## src/design/mbcrc_pkg.sv

```systemverilog
// Shared types, status codes and the CRC-16/MODBUS byte fold for the frame checker.
// No dependencies; every other file in this folder imports it.
package mbcrc_pkg;

	localparam logic [15:0] CRC_POLY = 16'hA001;
	localparam logic [15:0] CRC_INIT = 16'hFFFF;
	localparam logic [2:0]  MIN_FRAME_BYTES = 3'd5;
	localparam logic [2:0]  FOLD_START = 3'd2;

	localparam logic [1:0] STATUS_VALID   = 2'd0;
	localparam logic [1:0] STATUS_SHORT   = 2'd1;
	localparam logic [1:0] STATUS_BAD_CRC = 2'd2;

	// One received byte word.
	typedef struct packed {
		logic [7:0] data_byte;
		logic       last_byte;
	} rx_word_t;

	// One frame status word.
	typedef struct packed {
		logic [1:0]  frame_status;
		logic [15:0] computed_crc;
	} status_word_t;

	// Fold one byte into a reflected CRC-16, one bit per step.
	function automatic logic [15:0] crc_fold(input logic [15:0] crc, input logic [7:0] b);
		logic [15:0] c;
		c = crc ^ {8'h00, b};
		for (int k = 0; k < 8; k++) begin
			if (c[0]) begin
				c = (c >> 1) ^ CRC_POLY;
			end else begin
				c = c >> 1;
			end
		end
		return c;
	endfunction

endpackage

```

## src/design/mbcrc_frame.sv

```systemverilog
// Per-frame state of the checker: running CRC, the two held-back bytes and the byte count.
// Depends on mbcrc_pkg for the CRC fold, status codes and word types.
module mbcrc_frame (
	input  logic                    clk,
	input  logic                    arst_n,
	input  logic                    step,
	input  mbcrc_pkg::rx_word_t     word,
	output mbcrc_pkg::status_word_t result
);
	import mbcrc_pkg::*;

	logic [15:0] crc_q;
	logic [7:0]  older_q;
	logic [7:0]  newer_q;
	logic [2:0]  count_q;

	logic [15:0] crc_next;
	logic [2:0]  count_next;
	logic [15:0] received;

	// The oldest held byte joins the CRC once two bytes are already held.
	always_comb begin
		crc_next   = (count_q >= FOLD_START) ? crc_fold(crc_q, older_q) : crc_q;
		count_next = (count_q < MIN_FRAME_BYTES) ? count_q + 3'd1 : count_q;
		received   = {word.data_byte, newer_q};
	end

	// Status for a frame that ends with this byte.
	always_comb begin
		result.computed_crc = crc_next;
		if (count_next < MIN_FRAME_BYTES) begin
			result.frame_status = STATUS_SHORT;
		end else if (received == crc_next) begin
			result.frame_status = STATUS_VALID;
		end else begin
			result.frame_status = STATUS_BAD_CRC;
		end
	end

	// Update the frame state, clearing it after the final byte.
	always_ff @(posedge clk or negedge arst_n) begin
		if (!arst_n) begin
			crc_q   <= CRC_INIT;
			older_q <= 8'h00;
			newer_q <= 8'h00;
			count_q <= 3'd0;
		end else if (step) begin
			if (word.last_byte) begin
				crc_q   <= CRC_INIT;
				older_q <= 8'h00;
				newer_q <= 8'h00;
				count_q <= 3'd0;
			end else begin
				crc_q   <= crc_next;
				older_q <= newer_q;
				newer_q <= word.data_byte;
				count_q <= count_next;
			end
		end
	end

`ifndef NO_ASSERTIONS
	a_count_range: assert property (@(posedge clk) disable iff (!arst_n)
		count_q <= MIN_FRAME_BYTES)
		else $error("byte count passed its saturation point");

	a_clear_after_last: assert property (@(posedge clk) disable iff (!arst_n)
		step && word.last_byte |=> count_q == 3'd0 && crc_q == CRC_INIT)
		else $error("frame state not cleared after final byte");

	a_short_before_fold: assert property (@(posedge clk) disable iff (!arst_n)
		count_q < FOLD_START |-> crc_q == CRC_INIT)
		else $error("CRC changed before two bytes were held");
`endif

endmodule

```

## src/design/modbus_rtu_frame_crc_check.sv

```systemverilog
// Modbus RTU received-frame CRC checker, top level.
// Depends on mbcrc_pkg and mbcrc_frame.
//
// Usage: bytes of a received frame enter one word per cycle on the rx channel
// (rx_valid/rx_ready, rx_word with data_byte and last_byte). The final byte of a
// frame carries last_byte. For each final byte the block returns one status word
// on the status channel (status_valid/status_ready, status_word): frame_status is
// valid, short (under five bytes) or CRC mismatch, and computed_crc is the
// CRC-16/MODBUS over all bytes but the last two. Other bytes give no word.
// Throughput: one byte per cycle while no final byte waits on a full result
// register, set by the input register feeding the combinational CRC fold and
// a one-entry result register.
// Reset clears the frame state (CRC 0xFFFF, no bytes held) and both valid flags.
// When the receiver stalls, the result register holds its word, a final byte
// waits in the input register, and rx_ready drops until the result is taken;
// non-final bytes keep flowing while the result register is full.
module modbus_rtu_frame_crc_check (
	input  logic                    clk,
	input  logic                    arst_n,
	input  logic                    rx_valid,
	output logic                    rx_ready,
	input  mbcrc_pkg::rx_word_t     rx_word,
	output logic                    status_valid,
	input  logic                    status_ready,
	output mbcrc_pkg::status_word_t status_word
);
	import mbcrc_pkg::*;

	logic         valid_s1;
	rx_word_t     word_s1;
	logic         valid_s2;
	status_word_t word_s2;

	status_word_t result;
	logic         out_free;
	logic         advance;

	// The input word moves on unless it is a final byte facing a full result register.
	assign out_free = !valid_s2 || status_ready;
	assign advance  = valid_s1 && (!word_s1.last_byte || out_free);
	assign rx_ready = !valid_s1 || advance;

	mbcrc_frame u_frame (
		.clk    (clk),
		.arst_n (arst_n),
		.step   (advance),
		.word   (word_s1),
		.result (result)
	);

	// Input register.
	always_ff @(posedge clk or negedge arst_n) begin
		if (!arst_n) begin
			valid_s1 <= 1'b0;
		end else if (rx_ready) begin
			valid_s1 <= rx_valid;
		end
	end

	always_ff @(posedge clk) begin
		if (rx_ready && rx_valid) begin
			word_s1 <= rx_word;
		end
	end

	// Result register.
	always_ff @(posedge clk or negedge arst_n) begin
		if (!arst_n) begin
			valid_s2 <= 1'b0;
		end else if (out_free) begin
			valid_s2 <= advance && word_s1.last_byte;
		end
	end

	always_ff @(posedge clk) begin
		if (advance && word_s1.last_byte) begin
			word_s2 <= result;
		end
	end

	assign status_valid = valid_s2;
	assign status_word  = word_s2;

`ifndef NO_ASSERTIONS
	a_status_code: assert property (@(posedge clk) disable iff (!arst_n)
		valid_s2 |-> word_s2.frame_status != 2'd3)
		else $error("unused status code produced");

	a_final_waits: assert property (@(posedge clk) disable iff (!arst_n)
		valid_s1 && word_s1.last_byte && valid_s2 && !status_ready
		|=> valid_s1 && word_s1.last_byte && $stable(word_s1))
		else $error("final byte lost while result register was full");

	a_result_follows: assert property (@(posedge clk) disable iff (!arst_n)
		advance && word_s1.last_byte |=> valid_s2)
		else $error("final byte advanced without a status word");
`endif

endmodule
```

## config.mk

```make
export PLATFORM = sky130hd
export DESIGN_NAME = modbus_rtu_frame_crc_check
export DESIGN_NICKNAME = d
export VERILOG_FILES = /design/src/design/mbcrc_pkg.sv /design/src/design/mbcrc_frame.sv /design/src/design/modbus_rtu_frame_crc_check.sv
export SDC_FILE = /design/constraint.sdc
export NUM_CORES = 1
export LEC_CHECK = 0
export BUFFER_PORTS_ARGS = -buffer_cell sky130_fd_sc_hd__buf_2
export CAP_MARGIN = 20
export CORE_ASPECT_RATIO = 0.75
export CORE_MARGIN = 1.5
export CORE_UTILIZATION = 53
export DETAILED_ROUTE_END_ITERATION = 12
export PLACE_DENSITY = 0.81
export SLEW_MARGIN = 10
export SYNTH_ARGS = -nofsm -noshare
export SYNTH_HDL_FRONTEND = slang
export SYNTH_HIERARCHICAL = 1
export SYNTH_SLANG_ARGS = --single-unit
```

## constraint.sdc

```tcl
create_clock -name clk -period 2.45 [get_ports clk]
set_input_delay 0.1225 -clock clk [delete_from_list [all_inputs] [get_ports clk]]
set_output_delay 0.1225 -clock clk [all_outputs]
set_load 0.01 [all_outputs]
```

==> metrics.txt <==
# TYPE chip_impl_metric gauge
chip_impl_metric{name="grt_use_total",unit="%"} 23.4
chip_impl_metric{name="gr-usage-met1",unit="%"} 33.4
chip_impl_info{name="synth.top_cells.by_area",value="sky130_fd_sc_hd__edfxtp_1, sky130_fd_sc_hd__dfrtp_1, sky130_fd_sc_hd__dfstp_2"} 1
chip_impl_metric{name="setup_ws",unit="ns"} -0.00264
chip_impl_metric{name="detailed_route_iter0_violations",unit=""} 149
chip_impl_info{name="grt-busiest-layer",value="met2"} 1
chip_impl_metric{name="globalplace.congestion",unit=""} 0.934
chip_impl_metric{name="power_frac_comb",unit="%"} 52.4
chip_impl_metric{name="pwr-share-clk",unit="%"} 14.8
chip_impl_metric{name="worstPathArrival",unit="ns"} 2.55
chip_impl_metric{name="number_of_synthesized_flops_with_an_enable_pin",unit=""} 27
chip_impl_metric{name="drc",unit=""} 0
chip_impl_metric{name="power_frac_seq",unit="%"} 32.8
chip_impl_info{name="worstSetupEndpoint",value="status_word[17]$_DFFE_PP_"} 1
chip_impl_metric{name="grt_max_degree",unit=""} 38
chip_impl_metric{name="grt_first_pass_wirelength",unit="um"} 11000
chip_impl_info{name="timing.hold.worst.class",value="input port to register"} 1
chip_impl_metric{name="grt_pass1_vias",unit=""} 2193
chip_impl_metric{name="clock_insertion_delay_worst_skew",unit="ns"} 0.35
chip_impl_metric{name="pnr_total_power",unit="mW"} 5.33
chip_impl_metric{name="average_cell_area_after_synthesis",unit="sq um"} 11.3
chip_impl_info{name="crit_start",value="u_frame/crc_q[2]$_DFFE_PN1P_"} 1
chip_impl_metric{name="cells_on_worst_reg2reg_path",unit=""} 7
chip_impl_metric{name="slew_violations",unit=""} 0
chip_impl_info{name="ys.flop_type",value="sky130_fd_sc_hd__edfxtp_1"} 1
chip_impl_info{name="synth_top_area_cell",value="sky130_fd_sc_hd__edfxtp_1"} 1
chip_impl_metric{name="worstPathRequired",unit="ns"} 2.55
chip_impl_metric{name="clock_buffers_created_by_tritoncts",unit=""} 9
chip_impl_metric{name="final-hold-violation-count",unit=""} 0
chip_impl_info{name="cp_slowest_cell",value="sky130_fd_sc_hd__dfstp_2"} 1
chip_impl_info{name="worst_setup_path_end_kind",value="register"} 1
chip_impl_metric{name="max-slew-margin-rel",unit="%"} 45.5
chip_impl_metric{name="syn_nets",unit=""} 294
chip_impl_metric{name="critical_path_buf_inv_count",unit=""} 0
chip_impl_metric{name="grt.overflow.total",unit=""} 0
chip_impl_metric{name="end_of_flow_core_utilization",unit="%"} 67.8
chip_impl_metric{name="pwr_density_cell",unit="mW/mm^2"} 1360
chip_impl_metric{name="timing.final.crit_period",unit="ns"} 2.45
chip_impl_metric{name="final.hold.worst_slack",unit="ns"} 0.0971
chip_impl_metric{name="power.net_switching",unit="mW"} 2.03
chip_impl_metric{name="final_layout_size_suffix_gt1_share",unit="%"} 29.3
chip_impl_metric{name="worst_setup_hold_path_clk_slew",unit="ns"} 0.07
chip_impl_metric{name="syn-cell-area",unit="sq mm"} 0.00315
chip_impl_metric{name="ff2ff_setup_slack",unit="ns"} -0.003
chip_impl_info{name="cpLargestDelayFamily",value="XOR/XNOR gates"} 1
chip_impl_metric{name="design.portCount",unit=""} 33
chip_impl_info{name="crit-reg2reg-capture",value="status_word[17]$_DFFE_PP_"} 1
chip_impl_metric{name="die_w",unit="um"} 92.0
chip_impl_metric{name="critical_path_depth",unit=""} 7
chip_impl_metric{name="worst_case_vdd_ir_drop",unit="mV"} 0.521
chip_impl_metric{name="netSwitchingFraction",unit="%"} 38.0
chip_impl_info{name="timing.rr.start",value="u_frame/crc_q[2]$_DFFE_PN1P_"} 1
chip_impl_metric{name="maxCapViolCount",unit=""} 0
chip_impl_metric{name="route.vias.total",unit=""} 2281
chip_impl_metric{name="insertedDiodeCount",unit=""} 0
chip_impl_metric{name="ys_seq_elements",unit=""} 64
chip_impl_metric{name="floorplan.die.height",unit="um"} 69.7
chip_impl_metric{name="final_area",unit="sq mm"} 0.00391
chip_impl_metric{name="wirelength",unit="um"} 6790
chip_impl_metric{name="worstMarginPinSlew",unit="ns"} 0.818
chip_impl_metric{name="grt_util_met3",unit="%"} 6.91
chip_impl_info{name="timing_worst_setup_path_type",value="register to register"} 1
chip_impl_metric{name="ys_async_sr_fraction",unit="%"} 57.8
chip_impl_info{name="start_kind",value="register"} 1
chip_impl_metric{name="grt_antenna_before_repair",unit=""} 0
chip_impl_metric{name="power.internal",unit="mW"} 3.30
chip_impl_metric{name="synthToLayoutAreaGrowth",unit="%"} 24.2
chip_impl_metric{name="clockBufferDepth",unit=""} 2
chip_impl_metric{name="dp_area",unit="sq mm"} 0.00356
chip_impl_metric{name="p_leak",unit="nW"} 1.63
chip_impl_metric{name="synth-warning-count",unit=""} 6
chip_impl_metric{name="first_pass_iters",unit=""} 4
chip_impl_metric{name="route.detailed.vias_per_inst",unit=""} 5.30
chip_impl_metric{name="finalNetCount",unit=""} 362
chip_impl_metric{name="portBuffers",unit=""} 32
chip_impl_metric{name="critical_path_peak_fanout",unit=""} 3
chip_impl_info{name="cts_tree",value="yes"} 1
chip_impl_info{name="status",value="finished, violations left"} 1
chip_impl_metric{name="dpl.hpwl",unit="um"} 4710
chip_impl_metric{name="total_die_area",unit="sq mm"} 0.00641
chip_impl_metric{name="nFillCells",unit=""} 457
chip_impl_metric{name="setup-violations-final",unit=""} 1
chip_impl_metric{name="placementRows",unit=""} 24
chip_impl_info{name="root_buffer",value="sky130_fd_sc_hd__clkbuf_8"} 1
chip_impl_metric{name="post_synth_inst_count",unit=""} 279
chip_impl_metric{name="synth.lib_cells_used.distinct",unit=""} 41
chip_impl_metric{name="cts_max_level",unit=""} 3
chip_impl_metric{name="cpPeakStageDelay",unit="ns"} 0.60
chip_impl_metric{name="initial_util",unit="%"} 54.6
chip_impl_info{name="worst_path_cell_chain",value="xor2_4, xnor2_2, xor3_1, or3_1, a21o_1, a31oi_1, a21oi_1"} 1
chip_impl_info{name="grt_setup_unrepaired",value="yes"} 1
chip_impl_metric{name="detail_route.wl_per_cell",unit="um"} 15.8
chip_impl_metric{name="synth.top_cell.area_share",unit="%"} 25.8
chip_impl_metric{name="fmax",unit="MHz"} 408
chip_impl_metric{name="finalCritPeriodShare",unit="%"} 100
chip_impl_metric{name="worst_clock_skew",unit="ns"} 0.00753
chip_impl_metric{name="residual_antenna_violating_net_count_after_detailed_routing",unit=""} 0
chip_impl_metric{name="cts.sinks",unit=""} 64
chip_impl_metric{name="synth.yosys.seq_area_share",unit="%"} 55.8
chip_impl_metric{name="globalRouteMet2Util",unit="%"} 34.0
chip_impl_metric{name="design.core.area",unit="sq mm"} 0.00577
chip_impl_info{name="violations",value="negative setup slack"} 1
cells in the mapped netlist, types with 3 or more instances:
library cell and instances:
sky130_fd_sc_hd__edfxtp_1 27, sky130_fd_sc_hd__inv_1 27, sky130_fd_sc_hd__o21ai_0 27, sky130_fd_sc_hd__dfrtp_1 21
sky130_fd_sc_hd__xnor2_1 20, sky130_fd_sc_hd__nor2_1 17, sky130_fd_sc_hd__a21oi_1 16, sky130_fd_sc_hd__dfstp_2 16
sky130_fd_sc_hd__nand2_1 16, sky130_fd_sc_hd__nand3b_1 16, sky130_fd_sc_hd__xor2_1 10, sky130_fd_sc_hd__clkbuf_1 9
sky130_fd_sc_hd__o22a_1 8, sky130_fd_sc_hd__mux2i_1 6, sky130_fd_sc_hd__nand2b_1 4, sky130_fd_sc_hd__a21o_1 3
sky130_fd_sc_hd__a31oi_1 3
worst min-delay path: cells and delay by family:
kind	cells	cell delay, ns
and+or+nand+nor	2	0.18
buffers and inverters	1	0.11
layer usage:
layer  wire length [um]  up-vias
met5                  0        -
li1                   -     1102
met4                106        0
met1               3120     1076
met2               2970       92
met3                598       11
cell usage in the layout, fill, tap and decap left out, types with 15 or more instances in the layout:
| cell type | instances |
|---|---|
| sky130_fd_sc_hd__dfrtp_1 | 21 |
| sky130_fd_sc_hd__nor2_1 | 17 |
| sky130_fd_sc_hd__a21oi_1 | 15 |
| sky130_fd_sc_hd__dfstp_2 | 16 |
| sky130_fd_sc_hd__xnor2_1 | 17 |
| sky130_fd_sc_hd__o21ai_0 | 27 |
| sky130_fd_sc_hd__inv_1 | 27 |
| sky130_fd_sc_hd__nand3b_1 | 16 |
| sky130_fd_sc_hd__buf_4 | 26 |
| sky130_fd_sc_hd__buf_2 | 32 |
| sky130_fd_sc_hd__edfxtp_1 | 27 |
| sky130_fd_sc_hd__nand2_1 | 16 |
power groups by stage:
| stage | Clock, mW | Sequential, mW | Combinational, mW |
|---|---|---|---|
| final | 0.789 | 1.75 | 2.79 |
| after global routing | 0.851 | 1.77 | 3.03 |
| after CTS | 0.806 | 1.74 | 2.68 |
| after detailed placement | 0 | 1.75 | 2.58 |
| after global placement | 0 | 1.74 | 2.51 |
| after floorplan | 0 | 1.77 | 1.63 |
kinds of logic (layout without fill, tap and decap cells):
group / count (synthesis) / after routing / synth area share (%)
muxes: 6 / 6 / 1.91
and+or+nand+nor: 67 / 67 / 12.2
xor gates and xnor gates: 35 / 35 / 11.6
AOI/OAI and AO/OA: 65 / 65 / 12.4
DFF: 64 / 64 / 55.8
adders and majority gates: 2 / 2 / 0.795
buffers and inverters: 40 / 113 / 5.33
sequential cells by signal, indices dropped and copies added, names as in the netlist:
name and cells:
status_valid 1, status_word 18, u_frame/count_q 3, u_frame/crc_q 16, u_frame/newer_q 8, u_frame/older_q 8
valid_s1 1, word_s1 9
per-stage QoR:
| step | TNS (ns) | setup slack [ns] | instances |
|---|---|---|---|
| 6_report | -0.00264 | -0.00264 | 430 |
| 5_1_grt | -0.110 | -0.110 | 430 |
| 4_1_cts | 0 | 0.00310 | 429 |
| 3_5_place_dp | -0.0364 | -0.0364 | 402 |
| 3_3_place_gp | 0 | 0.0392 | 402 |
| 2_1_floorplan | 0 | 0.0172 | 279 |
final cells by class:
class / instances / area [sq um] / share of cell area [%]
clock inverters: 7 / 48.8 / 1.25
flip-flops and latches: 64 / 1760 / 45.0
multi-input cells: 175 / 1290 / 33.1
well taps: 78 / 97.6 / 2.50
inverters: 27 / 101 / 2.59
repair buffers: 70 / 485 / 12.4
clock buffers: 9 / 124 / 3.17
worst min path at each step:
stage	start	endpoint	slack [ns]	cells past startpoint
after floorplan	arst_n	status_valid$_DFFE_PN0P_	-0.17	0
after global placement	arst_n	u_frame/older_q[6]$_DFFE_PN0P_	0.27	1
after detailed placement	arst_n	u_frame/older_q[6]$_DFFE_PN0P_	0.27	1
after CTS	status_ready	status_valid$_DFFE_PN0P_	0.09	3
after global routing	status_ready	valid_s1$_DFFE_PN0P_	0.11	3
final	status_ready	status_valid$_DFFE_PN0P_	0.1	3
repair_timing:
item                                    CTS  global route
hold buffers                             11             0
pin swaps                                 0             1
hold endpoints to repair                 31             0
resized for setup                         4             4
cloned                                    0             0
endpoints found under the setup margin    1             2
setup buffers                             0             1
(Power assumes the default switching activity.)
